**config.mk**
```make
export PLATFORM = sky130hd
export DESIGN_NAME = ascii_coordinate_frame_parser
export DESIGN_NICKNAME = d
export VERILOG_FILES = /design/src/rtl/acfp_pkg.sv /design/src/rtl/ascii_coordinate_frame_parser.sv /design/src/rtl/acfp_parser.sv /design/src/rtl/acfp_out_reg.sv
export SDC_FILE = /design/constraint.sdc
export NUM_CORES = 1
export LEC_CHECK = 0
export ABC_AREA = 1
export ABC_CLOCK_PERIOD_IN_PS = 7200
export BUFFER_PORTS_ARGS = -buffer_cell sky130_fd_sc_hd__buf_2
export CORE_MARGIN = 5
export CORE_UTILIZATION = 38
export DETAILED_ROUTE_END_ITERATION = 8
export GPL_TIMING_DRIVEN = 0
export SYNTH_ARGS = -nofsm -noshare
export SYNTH_HDL_FRONTEND = slang
export SYNTH_SLANG_ARGS = --single-unit
```
**constraint.sdc**
```tcl
create_clock -name clock -period 7.2 [get_ports clock]
set_clock_uncertainty 0.2 [all_clocks]
set_input_delay 0.36 -clock clock [delete_from_list [all_inputs] [get_ports clock]]
set_output_delay 0.36 -clock clock [all_outputs]
set_load 0.02 [all_outputs]
```
**src/rtl/acfp_pkg.sv**
```systemverilog
// ----------------------------------------------------------------------------
// acfp_pkg
// Shared constants and types for the ASCII coordinate frame parser.
// ----------------------------------------------------------------------------
package acfp_pkg;

   localparam int BYTE_W   = 8;
   localparam int COORD_W  = 32;
   localparam int TARGET_W = 2;
   localparam int COUNT_W  = 8;

   // longest frame in bytes, '$' included
   localparam logic [COUNT_W-1:0] MAX_FRAME = 8'd128;

   localparam logic [BYTE_W-1:0] CHAR_START = 8'h24;  // '$'
   localparam logic [BYTE_W-1:0] CHAR_END   = 8'h23;  // '#'
   localparam logic [BYTE_W-1:0] CHAR_COMMA = 8'h2C;  // ','
   localparam logic [BYTE_W-1:0] CHAR_MINUS = 8'h2D;  // '-'
   localparam logic [BYTE_W-1:0] CHAR_PLUS  = 8'h2B;  // '+'
   localparam logic [BYTE_W-1:0] CHAR_ZERO  = 8'h30;  // '0'
   localparam logic [BYTE_W-1:0] CHAR_NINE  = 8'h39;  // '9'
   localparam logic [BYTE_W-1:0] KIND_CIRCLE = 8'h4F; // 'O'
   localparam logic [BYTE_W-1:0] KIND_LASER  = 8'h4C; // 'L'
   localparam logic [BYTE_W-1:0] KIND_CROSS  = 8'h43; // 'C'

   localparam logic [TARGET_W-1:0] TARGET_CIRCLE = 2'd0;
   localparam logic [TARGET_W-1:0] TARGET_LASER  = 2'd1;
   localparam logic [TARGET_W-1:0] TARGET_CROSS  = 2'd2;

   // position of the earliest '#' that closes a valid frame
   localparam logic [COUNT_W-1:0] MIN_END_POS = 8'd4;
   localparam logic [COUNT_W-1:0] KIND_POS    = 8'd1;
   localparam logic [COUNT_W-1:0] FIELD_POS   = 8'd3;

   typedef struct packed {
      logic                valid;
      logic [TARGET_W-1:0] target;
      logic [COORD_W-1:0]  x_value;
      logic [COORD_W-1:0]  y_value;
   } result_type;

endpackage

```
**src/rtl/ascii_coordinate_frame_parser.sv**
```systemverilog
// ----------------------------------------------------------------------------
// ascii_coordinate_frame_parser
// Streams ASCII bytes and reports circle, laser and cross coordinates.
// ----------------------------------------------------------------------------
// One byte is taken per clock cycle when the result side keeps up. A byte
// accepted from the bus sits in the input register, is parsed when the
// pipeline advances, and any result is loaded into the result register,
// which drives rsp_tvalid once the closing '#' has been parsed.
// While a result waits untaken the parser holds, and req_tready falls once
// the input register is also full. Frames are "$", type, separator, x,
// optional ",y", "#"; short, overlong and unknown-type frames give no result.
module ascii_coordinate_frame_parser import acfp_pkg::*; (
   input  logic        clock,
   input  logic        reset,
   input  logic        req_tvalid,
   output logic        req_tready,
   input  logic [7:0]  req_tdata,   // [7:0] in_byte
   output logic        rsp_tvalid,
   input  logic        rsp_tready,
   output logic [63:0] rsp_tdata,   // [31:0] x_value, [63:32] y_value
   output logic [1:0]  rsp_tuser    // [1:0] target
);

   logic              byte_valid_ff, byte_valid_in;
   logic [BYTE_W-1:0] byte_ff;
   logic              advance;
   logic              step_en;
   result_type        result;
   logic [COORD_W-1:0] x_value, y_value;

   // the pipeline moves whenever the result slot is free or being emptied
   assign advance    = !rsp_tvalid || rsp_tready;
   assign req_tready = !byte_valid_ff || advance;
   assign step_en    = byte_valid_ff && advance;

   always_comb begin
      byte_valid_in = byte_valid_ff;
      if (req_tready) begin
         byte_valid_in = req_tvalid;
      end
   end

   always_ff @(posedge clock) begin
      if (reset) begin
         byte_valid_ff <= 1'b0;
      end else begin
         byte_valid_ff <= byte_valid_in;
      end
   end

   always_ff @(posedge clock) begin
      if (req_tvalid && req_tready) begin
         byte_ff <= req_tdata;
      end
   end

   acfp_parser u_parser (
      .clock   (clock),
      .reset   (reset),
      .step_en (step_en),
      .in_byte (byte_ff),
      .result  (result)
   );

   acfp_out_reg u_out_reg (
      .clock      (clock),
      .reset      (reset),
      .load       (advance),
      .result     (result),
      .rsp_tready (rsp_tready),
      .rsp_tvalid (rsp_tvalid),
      .target     (rsp_tuser),
      .x_value    (x_value),
      .y_value    (y_value)
   );

   assign rsp_tdata = {y_value, x_value};

endmodule

```
**src/rtl/acfp_parser.sv**
```systemverilog
// ----------------------------------------------------------------------------
// acfp_parser
// Frame state and number accumulators; one byte is consumed per step and
// a result is produced combinationally when a frame closes.
// ----------------------------------------------------------------------------
module acfp_parser import acfp_pkg::*; (
   input  logic              clock,
   input  logic              reset,
   input  logic              step_en,
   input  logic [BYTE_W-1:0] in_byte,
   output result_type        result
);

   localparam logic [2:0] PH_XSIGN = 3'd0;
   localparam logic [2:0] PH_XDIG  = 3'd1;
   localparam logic [2:0] PH_YSIGN = 3'd3;
   localparam logic [2:0] PH_YDIG  = 3'd4;
   localparam logic [2:0] PH_DONE  = 3'd5;

   logic               in_frame_ff, in_frame_in;
   logic [COUNT_W-1:0] count_ff, count_in;
   logic [BYTE_W-1:0]  kind_ff, kind_in;
   logic [2:0]         phase_ff, phase_in;
   logic [COORD_W-1:0] x_acc_ff, x_acc_in;
   logic               x_neg_ff, x_neg_in;
   logic [COORD_W-1:0] y_acc_ff, y_acc_in;
   logic               y_neg_ff, y_neg_in;

   logic               is_digit, is_sign, is_minus;
   logic [COORD_W-1:0] digit_val;
   logic [COORD_W-1:0] x_next_acc, y_next_acc;
   logic [COORD_W-1:0] x_signed, y_signed;

   // field parser results for this byte
   logic [2:0]         p_phase;
   logic [COORD_W-1:0] p_x_acc, p_y_acc;
   logic               p_x_neg, p_y_neg;

   assign is_digit  = (in_byte >= CHAR_ZERO) && (in_byte <= CHAR_NINE);
   assign is_minus  = (in_byte == CHAR_MINUS);
   assign is_sign   = is_minus || (in_byte == CHAR_PLUS);
   assign digit_val = {{(COORD_W-4){1'b0}}, in_byte[3:0]};
   // acc * 10 + digit, wrapping
   assign x_next_acc = (x_acc_ff << 3) + (x_acc_ff << 1) + digit_val;
   assign y_next_acc = (y_acc_ff << 3) + (y_acc_ff << 1) + digit_val;
   assign x_signed   = x_neg_ff ? (~x_acc_ff + 32'd1) : x_acc_ff;
   assign y_signed   = y_neg_ff ? (~y_acc_ff + 32'd1) : y_acc_ff;

   always_comb begin
      p_phase = phase_ff;
      p_x_acc = x_acc_ff;
      p_y_acc = y_acc_ff;
      p_x_neg = x_neg_ff;
      p_y_neg = y_neg_ff;
      unique case (phase_ff)
         PH_XSIGN: begin
            if (is_sign) begin
               p_x_neg = is_minus;
               p_phase = PH_XDIG;
            end else if (is_digit) begin
               p_x_acc = x_next_acc;
               p_phase = PH_XDIG;
            end else if (in_byte == CHAR_COMMA) begin
               p_phase = PH_YSIGN;
            end else begin
               p_phase = PH_DONE;
            end
         end
         PH_XDIG: begin
            if (is_digit) begin
               p_x_acc = x_next_acc;
            end else if (in_byte == CHAR_COMMA) begin
               p_phase = PH_YSIGN;
            end else begin
               p_phase = PH_DONE;
            end
         end
         PH_YSIGN: begin
            if (is_sign) begin
               p_y_neg = is_minus;
               p_phase = PH_YDIG;
            end else if (is_digit) begin
               p_y_acc = y_next_acc;
               p_phase = PH_YDIG;
            end else begin
               p_phase = PH_DONE;
            end
         end
         PH_YDIG: begin
            if (is_digit) begin
               p_y_acc = y_next_acc;
            end else begin
               p_phase = PH_DONE;
            end
         end
         default: begin
            // done: ignore text until the closing byte
         end
      endcase
   end

   always_comb begin
      in_frame_in    = in_frame_ff;
      count_in       = count_ff;
      kind_in        = kind_ff;
      phase_in       = phase_ff;
      x_acc_in       = x_acc_ff;
      x_neg_in       = x_neg_ff;
      y_acc_in       = y_acc_ff;
      y_neg_in       = y_neg_ff;
      result.valid   = 1'b0;
      result.target  = TARGET_CIRCLE;
      result.x_value = x_signed;
      result.y_value = y_signed;

      if (kind_ff == KIND_LASER) begin
         result.target = TARGET_LASER;
      end else if (kind_ff == KIND_CROSS) begin
         result.target = TARGET_CROSS;
      end
      if (kind_ff != KIND_CIRCLE) begin
         result.x_value = {{(COORD_W-16){x_signed[15]}}, x_signed[15:0]};
         result.y_value = {{(COORD_W-16){y_signed[15]}}, y_signed[15:0]};
      end

      if (step_en) begin
         priority if (in_byte == CHAR_START) begin
            in_frame_in = 1'b1;
            count_in    = 8'd1;
            kind_in     = '0;
            phase_in    = PH_XSIGN;
            x_acc_in    = '0;
            x_neg_in    = 1'b0;
            y_acc_in    = '0;
            y_neg_in    = 1'b0;
         end else if (!in_frame_ff) begin
            // outside a frame: drop
         end else if (count_ff >= MAX_FRAME || in_byte == CHAR_END) begin
            // overlong frame drops this byte; a closing byte may emit
            if (count_ff < MAX_FRAME && count_ff >= MIN_END_POS) begin
               result.valid = (kind_ff == KIND_CIRCLE) || (kind_ff == KIND_LASER) ||
                              (kind_ff == KIND_CROSS);
            end
            in_frame_in = 1'b0;
            count_in    = '0;
            kind_in     = '0;
            phase_in    = PH_XSIGN;
            x_acc_in    = '0;
            x_neg_in    = 1'b0;
            y_acc_in    = '0;
            y_neg_in    = 1'b0;
         end else begin
            count_in = count_ff + 8'd1;
            if (count_ff == KIND_POS) begin
               kind_in = in_byte;
            end else if (count_ff >= FIELD_POS) begin
               phase_in = p_phase;
               x_acc_in = p_x_acc;
               x_neg_in = p_x_neg;
               y_acc_in = p_y_acc;
               y_neg_in = p_y_neg;
            end
         end
      end
   end

   always_ff @(posedge clock) begin
      if (reset) begin
         in_frame_ff <= 1'b0;
         count_ff    <= '0;
         kind_ff     <= '0;
         phase_ff    <= PH_XSIGN;
         x_acc_ff    <= '0;
         x_neg_ff    <= 1'b0;
         y_acc_ff    <= '0;
         y_neg_ff    <= 1'b0;
      end else begin
         in_frame_ff <= in_frame_in;
         count_ff    <= count_in;
         kind_ff     <= kind_in;
         phase_ff    <= phase_in;
         x_acc_ff    <= x_acc_in;
         x_neg_ff    <= x_neg_in;
         y_acc_ff    <= y_acc_in;
         y_neg_ff    <= y_neg_in;
      end
   end

endmodule

```
**src/rtl/acfp_out_reg.sv**
```systemverilog
// ----------------------------------------------------------------------------
// acfp_out_reg
// Result register on the master side; holds a result until it is taken.
// ----------------------------------------------------------------------------
module acfp_out_reg import acfp_pkg::*; (
   input  logic                clock,
   input  logic                reset,
   input  logic                load,
   input  result_type          result,
   input  logic                rsp_tready,
   output logic                rsp_tvalid,
   output logic [TARGET_W-1:0] target,
   output logic [COORD_W-1:0]  x_value,
   output logic [COORD_W-1:0]  y_value
);

   logic                valid_ff, valid_in;
   logic [TARGET_W-1:0] target_ff;
   logic [COORD_W-1:0]  x_ff;
   logic [COORD_W-1:0]  y_ff;

   always_comb begin
      valid_in = valid_ff;
      if (load) begin
         valid_in = result.valid;
      end else if (rsp_tready) begin
         valid_in = 1'b0;
      end
   end

   always_ff @(posedge clock) begin
      if (reset) begin
         valid_ff <= 1'b0;
      end else begin
         valid_ff <= valid_in;
      end
   end

   always_ff @(posedge clock) begin
      if (load && result.valid) begin
         target_ff <= result.target;
         x_ff      <= result.x_value;
         y_ff      <= result.y_value;
      end
   end

   assign rsp_tvalid = valid_ff;
   assign target     = target_ff;
   assign x_value    = x_ff;
   assign y_value    = y_ff;

endmodule
```
==> results.cfg <==
[status]
status = completed

[finish]
nNetsFinal = 2148
drive_gt1_share_pct = 8.004
multi_input_area_mm2 = 0.007764
seq_area_mm2 = 0.003984
layout_common_cells = 618 x nand2_1, 251 x inv_1, 157 x nor2_1
syn2layout_area_growth_pct = 12.52
n_fill_cell = 3543
utilization_pct = 43.36
diodes = 0
layout_commonest_cell = nand2_1

[power]
p_switching_w = 0.0004544
p_int_w = 0.001454
switching_share_pct = 23.81
pwr-share-clk_pct = 47.9
peakVddDrop_mv = 0.1721
p_comb_share_pct = 1.7
power_per_cell_area_mw_per_mm2 = 131.2
seqPwrFrac_pct = 50.4
p_leak_nw = 7.524

[global_route]
grt_first_pass_wirelength_um = 61960
antenna_found_initial = 0
grt.total_usage_pct = 20.38
grt-ovfl-total = 0
grt_pass1_vias = 11880
grt_max_degree = 67

[routing]
drc = 0
routed_wl_um = 38860
vias_per_cell = 5.055
dr.pass1.iters = 5
dr.first_iter.drc_count = 988
ant_nets = 0
post_drt_wl_per_cell_um = 15.72
via_count = 12500

[yosys]
netlist_instances = 1905
synth-seq-area-share_pct = 30.83
ys_warn_count = 0
syn-num-nets = 2042
synth-edff-count = 74
synth_flop_cell = dfxtp_1
async_flop_share_pct = 0
synth.top_cell.area_share_pct = 17.95
synth_area_per_cell_um2 = 6.783
synth.largest_area_cell = nand2_1
synth_area_mm2 = 0.01292
synth.distinct_cells = 45
synth_area_leaders = nand2_1 18%, edfxtp_1 17%, dfxtp_1 14%
ys_ff_latch = 162

[placement]
hpwl_um = 31450
routabilityCongestion = 0.9568
io_buffers = 78

[min_path]
min_path_type = in2reg
min_to = byte_valid_ff
whs_path_depth = 3
hold_start = req_tvalid

[worst_setup_path]
path_class = reg2reg
rr_startpoint = byte_ff[2]
r2r_end = u_parser.y_acc_ff[30]
start_kind = register
critPathCaptureType = register
crit_path_max_fanout = 8
r2r_cells = 16
crit_required_ps = 7310
rrSetupSlack_ps = 4020
critical_path_arrival_ps = 3290

[sta]
period_needed_ps = 3179
worstMarginPinSlew_ps = 872.5
fin_crit_sh_pct = 44.15
fmax_ghz = 0.3146
finalMaxSlewViolations = 0
rsz0062_at_grt = no
finalSetupViolations = 0
slew_headroom_pct = 41.83
hold_viol = 0
setup_tns_ps = 0

[cts]
cts_made_buffers = 17
cts_max_path_buffers = 2
cts_max_level = 4
cts_sinks = 162
path_clk_slew_ps = 70
clk_latency_ps = 450
cts_tree = built
cts_root_buf = clkbuf_16

[floorplan]
start_util_pct = 38.54
io_pins = 80
die_h_um = 194.4
dieArea_mm2 = 0.03779
rows = 67
coreArea_mm2 = 0.03353
chipWidth_um = 194.4

[job]
maxCapViolCount = 0
==> power groups by stage <==
stage / sequential, W / combinational [W] / clock [W]
2_1_floorplan: 0.000980 / 0.0000173 / 0
3_3_place_gp: 0.000982 / 0.0000291 / 0
3_5_place_dp: 0.000982 / 0.0000296 / 0
4_1_cts: 0.000961 / 0.0000334 / 0.000931
5_1_grt: 0.000961 / 0.0000363 / 0.000974
6_report: 0.000961 / 0.0000328 / 0.000914
==> metrics by stage <==
step           setup slack [ps]  hold slack (ps)  cell area (µm²)  std cells  total power (W)
5_1_grt                    3711            67.37            14540       2472         0.001972
3_3_place_gp               2877            256.7            13870       2431         0.001011
2_1_floorplan              4141            234.2            12920       1905        0.0009971
3_5_place_dp               3987            263.9            13880       2431         0.001012
4_1_cts                    3977            49.94            14540       2472         0.001926
6_report                   4021            48.09            14540       2472         0.001908
==> cell families after synthesis <==
logic type	Yosys count	synth area share (%)
flip-flops	162	30.83
XOR/XNOR	61	4.134
AO/OA/AOI/OAI	226	9.286
buffers and inverters	295	9.092
adder cells (fa/ha/maj)	125	12.34
AND/OR/NAND/NOR	1036	34.32
==> flip-flops by register name (all words and copies together), names as in the netlist <==
name	flops
u_out_reg.x_value	32
u_out_reg.y_value	32
u_parser.x_acc_ff	32
u_parser.y_acc_ff	32
byte_ff	8
u_parser.count_ff	8
u_parser.kind_ff	8
u_parser.phase_ff	3
u_out_reg.target	2
byte_valid_ff	1
u_out_reg.rsp_tvalid	1
u_parser.in_frame_ff	1
u_parser.x_neg_ff	1
u_parser.y_neg_ff	1
==> worst max path at each step <==
stage | slack (ps) | depth (start not counted) | endpoint | start
floorplan | 4140 | 7 | u_out_reg.target[0] | byte_ff[3]
global placement | 2880 | 6 | u_out_reg.x_value[8] | byte_ff[1]
detailed placement | 3990 | 16 | u_parser.x_acc_ff[30] | byte_ff[2]
CTS | 3980 | 16 | u_parser.x_acc_ff[30] | byte_ff[2]
global route | 3710 | 16 | u_parser.y_acc_ff[30] | byte_ff[2]
finish | 4020 | 16 | u_parser.y_acc_ff[30] | byte_ff[2]
==> repair_timing <==
| action | in CTS | in global routing |
|---|---|---|
| buffers inserted | 0 | 0 |
| endpoints found under the hold margin | 9 | 0 |
| gates resized for setup | 0 | 0 |
| hold buffers | 9 | 0 |
==> final cells by class <==
cell class / instances / share of cell area [%]
multi-input cells: 1448 / 53.39
repair buffers: 87 / 3.304
clock buffers: 17 / 2.926
flip-flops and latches: 162 / 27.40
clock inverters: 15 / 1.024
plain buffers: 33 / 1.317
inverters: 262 / 6.781
well taps: 448 / 3.855
==> Yosys cell counts (8+ instances only) <==
| cell type | count |
|---|---|
| edfxtp_1 | 74 |
| a21oi_1 | 145 |
| o21ai_1 | 10 |
| o21bai_1 | 10 |
| nand3_1 | 148 |
| ha_1 | 121 |
| nor2_1 | 157 |
| nand3b_1 | 17 |
| xnor2_1 | 15 |
| or2_2 | 8 |
| inv_2 | 8 |
| nand2_1 | 618 |
| nor3_1 | 24 |
| xor2_1 | 46 |
| nand4_1 | 39 |
| dfxtp_1 | 88 |
| inv_1 | 252 |
| o21ai_0 | 44 |
| clkbuf_1 | 13 |
==> critical path, stage by stage, from the launching register on <==
cell	delay, ps
edfxtp_1	620
ha_1	390
ha_1	220
inv_1	70
fa_1	410
inv_1	120
nand3_1	80
nand3_1	150
nand2_1	70
nand2_1	150
nand2_1	70
nand2_1	140
nand2_1	90
nand2_1	70
nand2_1	40
nand3_1	70
a21oi_1	60
==> per-layer routing <==
metal	global-route usage, %	up-vias	part of all wire (%)
met5	0	-	0
met4	6.901	0	2.4
met3	2.684	41	3.9
met2	35.03	302	48
met1	26.50	5734	46
li1	-	6418	-
(Power assumes the default switching activity.)
